===== src/rtl/core/assert_macros.svh =====
// Assertion helpers shared by the sorter modules.
// Each expects clk and arst_n in scope.
`ifndef ASSERT_MACROS_SVH
`define ASSERT_MACROS_SVH

// Same-cycle implication.
`define ASSERT_IMPL(label, ante, cons, msg) \
	label: assert property (@(posedge clk) disable iff (!arst_n) (ante) |-> (cons)) \
		else $error(msg);

// Next-cycle implication.
`define ASSERT_NEXT(label, ante, cons, msg) \
	label: assert property (@(posedge clk) disable iff (!arst_n) (ante) |=> (cons)) \
		else $error(msg);

`endif


===== src/rtl/core/csl_pkg.sv =====
package csl_pkg;

	localparam int LAYER_W  = 4;
	localparam int KEY_W    = 32;
	localparam int HANDLE_W = 16;
	localparam int REC_W    = LAYER_W + KEY_W + HANDLE_W;
	localparam int TDATA_W  = ((REC_W + 7) / 8) * 8;
	localparam int CFG_W    = 5;
	localparam int HCNT_W   = 7;
	localparam int PADDR_W  = 4;

	localparam logic [1:0]       REG_LAYER_COUNT = 2'd0;
	localparam logic [CFG_W-1:0] LC_RESET        = 5'd16;

	// controller -> datapath
	typedef struct packed {
		logic load;      // item accepted this cycle
		logic pfx_step;  // one prefix-sum step
		logic pl_issue;  // issue one placement read
		logic em_cap;    // capture sorted entry into output register
		logic em_next;   // advance emit pointer
		logic clear;     // clear histogram, count and overflow
	} cmd_t;

	// datapath -> controller
	typedef struct packed {
		logic pfx_last;
		logic empty;
		logic pl_last;
		logic em_last;
		logic out_busy;
		logic out_take;
	} sts_t;

endpackage


===== src/rtl/core/csl_ctrl.sv =====
`include "assert_macros.svh"

module csl_ctrl (
	input  logic          clk,
	input  logic          arst_n,
	input  logic          s_tvalid,
	input  logic          s_tlast,
	output logic          s_tready,
	output csl_pkg::cmd_t cmd,
	input  csl_pkg::sts_t sts
);
	import csl_pkg::*;

	typedef enum logic [2:0] {
		ST_LOAD,
		ST_PREFIX,
		ST_PLACE,
		ST_DRAIN,
		ST_EMIT_RD,
		ST_EMIT_CAP,
		ST_EMIT_OUT
	} state_t;

	state_t state_q, state_d;

	always_comb begin
		state_d = state_q;
		cmd     = '0;
		case (state_q)
			ST_LOAD: begin
				cmd.load = s_tvalid;
				if (s_tvalid && s_tlast) begin
					state_d = ST_PREFIX;
				end
			end
			ST_PREFIX: begin
				cmd.pfx_step = 1'b1;
				if (sts.pfx_last) begin
					if (sts.empty) begin
						cmd.clear = 1'b1;
						state_d   = ST_LOAD;
					end else begin
						state_d = ST_PLACE;
					end
				end
			end
			ST_PLACE: begin
				cmd.pl_issue = 1'b1;
				if (sts.pl_last) begin
					state_d = ST_DRAIN;
				end
			end
			ST_DRAIN: begin
				state_d = ST_EMIT_RD;
			end
			ST_EMIT_RD: begin
				state_d = ST_EMIT_CAP;
			end
			ST_EMIT_CAP: begin
				cmd.em_cap = 1'b1;
				state_d    = ST_EMIT_OUT;
			end
			ST_EMIT_OUT: begin
				if (sts.out_take) begin
					cmd.em_next = 1'b1;
					if (sts.em_last) begin
						cmd.clear = 1'b1;
						state_d   = ST_LOAD;
					end else begin
						state_d = ST_EMIT_RD;
					end
				end
			end
			default: begin
				state_d = ST_LOAD;
			end
		endcase
	end

	always_ff @(posedge clk or negedge arst_n) begin
		if (!arst_n) begin
			state_q <= ST_LOAD;
		end else begin
			state_q <= state_d;
		end
	end

	assign s_tready = (state_q == ST_LOAD);

	`ASSERT_IMPL(a_no_load_while_out, s_tready, !sts.out_busy, "load while output held")
	`ASSERT_NEXT(a_emit_ends_in_load, (state_q == ST_EMIT_OUT) && sts.out_take && sts.em_last, s_tready, "final item did not return to load")

endmodule


===== config.mk =====
export PLATFORM = sky130hd
export DESIGN_NAME = csl_ctrl
export DESIGN_NICKNAME = d
export VERILOG_FILES = /design/src/rtl/core/csl_pkg.sv /design/src/rtl/core/csl_ctrl.sv
export VERILOG_INCLUDE_DIRS = /design/src /design/src/rtl/core
export SDC_FILE = /design/constraint.sdc
export NUM_CORES = 1
export LEC_CHECK = 0
export BUFFER_PORTS_ARGS = -buffer_cell sky130_fd_sc_hd__buf_2
export CAP_MARGIN = 20
export CORE_AREA = 10 10 47 49
export CTS_CLUSTER_DIAMETER = 60
export DETAILED_ROUTE_END_ITERATION = 10
export DIE_AREA = 0 0 57 59
export MAX_ROUTING_LAYER = met4
export PLACE_DENSITY = 0.47
export SKIP_LAST_GASP = 1
export SLEW_MARGIN = 20
export SYNTH_ARGS = -nofsm -noshare
export SYNTH_HDL_FRONTEND = slang
export SYNTH_SLANG_ARGS = --single-unit

===== constraint.sdc =====
create_clock -name clk -period 1.8 [get_ports clk]
set_input_delay 0.27 -clock clk [delete_from_list [all_inputs] [get_ports clk]]
set_output_delay 0.27 -clock clk [all_outputs]
set_load 0.01 [all_outputs]

==> out/results.txt <==
I/O Buffers = 15
antenna violations before repair = 0
max-cap viol count = 0
die width = 57 um
total power draw = 506 uW
r2r startpoint = state_q[1]
Worst R2R Setup Slack = 0.68 ns
largest net degree at the start of global routing = 12
clock-pin transition on the worst setup and hold timing paths = 0.04 ns
detailed placer's ending HPWL = 576 um
Yosys top cell by area = dfrtp_1
Post-route DRC = 0
CP Max Fanout = 7
max FFs per register = 3
Slew Limit Fails = 0
RSZ-0062 raised after global routing = no
most common cell after layout, fill and taps aside = buf_2
Setup Viol. Count Final = 0
Worst VDD drop = 404 uV
clock sink count = 3
detailed-route wire length = 712 um
hold depth = 4
Final Hold Fails = 0
Root Buffer = clkbuf_4
worst reg2reg path depth = 3
status = finished, final reports clean
Setup WS post-layout = 0.216 ns
initial core utilization = 15.0%
FILL cells = 167
Seq/Total Area, Yosys = 35.7%
post-CTS sizing = 0
Layout Utilization = 23.8%
Setup Skew = 0.000848 ns
Worst-Skew Late Latency = 0.23 ns
Layout area overhead = 58.9%
Nets = 57
worst-margin pin slew = 0.296 ns
Worst Min Path Start = sts[0]
Global Route Usage Sum = 4.76%
CTS H-tree depth = 1
worst-case hold path end point = state_q[1]
Leak = 0.000173 uW
CTS tree = yes
starting DRC count in detailed routing = 4
total gr overflow = 0
Pre-antenna DRT Iters = 2
Top reg by flops = state_q
GP Congestion = 0.712
antenna-violating nets left = 0
crit path DAT = 1.31 ns
f_max = 631 MHz
fin crit share = 88.0%
placed cell area = 298 um^2
Req. time, crit path = 1.53 ns
Multi-input gate area = 120 um^2
register area = 75.1 um^2
Setup TNS = 0 ns
Critical Path End Type = output port
DR WL/cell = 11.5 um
vias per inst = 4.15
post-route cell area = 334 um^2
core footprint = 1400 um^2
synth unique cells = 16
CP Launch Type = register
total CTS buffers = 3
Seq cells post-synth = 3
first-pass GRT wire length = 1150 um
site row count = 14
Syn. warnings = 0
syn avg cell area = 7.79 um^2
boundary pin count = 17
min-delay worst type = in2reg
Die ar. = 3360 um^2
Post-Syn Instances = 27
Clock Tree Buf Depth = 2
Netlist Area Pre-Place = 210 um^2
largest registers = state_q: 3 flops
Reg-to-Reg End = state_q[0]
min Tclk post-route = 1.58 ns
Crit Path Category = reg2out
layout cells sized above 1 = 41.3%
DP Worst Slack = 0.449 ns
ant diodes = 0
largest cells by area after synthesis = dfrtp_1, a21oi_1, nand2b_1
via count = 257
Die H = 59 um
Power Dens Cells = 1520 nW/um^2
syn nets = 37
vias in the first global route = 282
max_slew headroom = 80.3%
share of the synthesized area in the top cell type = 35.7%
-- synthesized netlist by cell type --
master / count
a21oi_1: 3
a32o_1: 1
and2_1: 1
and3_1: 1
buf_4: 1
dfrtp_1: 3
inv_1: 2
nand2_1: 3
nand2b_1: 2
nand2b_2: 1
nor2_1: 3
nor3_1: 1
o21ai_0: 2
o22ai_1: 1
o31ai_1: 1
o32a_1: 1
-- logic make-up (layout without fill, tap and decap cells) --
logic type	after synthesis	count (layout)	share of synthesized area, %
simple gates	12	12	29.2
compound gates	9	9	28.0
buf+inv	3	22	7.15
flops	3	3	35.7
-- per-layer routing --
layer	part of all wire [%]	GRT usage (%)	vias to the layer above	wire [um]
met5	0	-	-	0
met4	0	5.03	0	0
met3	10	3.22	0	74
met2	39	5.58	12	281
met1	50	4.88	109	356
li1	-	-	136	-
-- stage by stage --
stage	hold WS [ns]	instances
floorplan	-0.0256	27
global placement	0.0676	57
detailed placement	0.0679	57
CTS	0.359	62
global route	0.381	62
finish	0.361	62
-- worst max-delay path, stage by stage (launching register included) --
cell      delay (ns)
dfrtp_1         0.44
nand2b_2        0.22
nor2_1          0.12
a32o_1          0.18
buf_2           0.12
-- what timing repair did --
action,CTS,global route
hold buffers,1,0
setup buffers,0,0
endpoints found under the setup margin,0,0
endpoints found under the hold margin,3,0
-- power by group --
part / total, uW / internal [uW] / switching [uW]
Combinational: 223 / 111 / 112
Sequential: 165 / 98.8 / 66.1
Clock: 118 / 83.1 / 35.3
Total: 506 / 293 / 214
-- how the worst max path moves through the flow --
stage / end / start / slack (ns)
floorplan: cmd[0] / state_q[1] / 0.48
global placement: cmd[0] / state_q[1] / 0.45
detailed placement: cmd[0] / state_q[1] / 0.45
CTS: cmd[0] / state_q[0] / 0.19
global route: cmd[0] / state_q[0] / 0.11
finish: cmd[0] / state_q[1] / 0.22
-- layout make-up --
| cell class | instances | area share (%) |
|---|---|---|
| inverters | 2 | 2.25 |
| clock buffers | 4 | 7.87 |
| flip-flops and latches | 3 | 22.5 |
| repair buffers | 16 | 25.5 |
| well taps | 16 | 5.99 |
| multi-input cells | 21 | 36.0 |
Note: power is estimated with default switching activity, not from simulation.
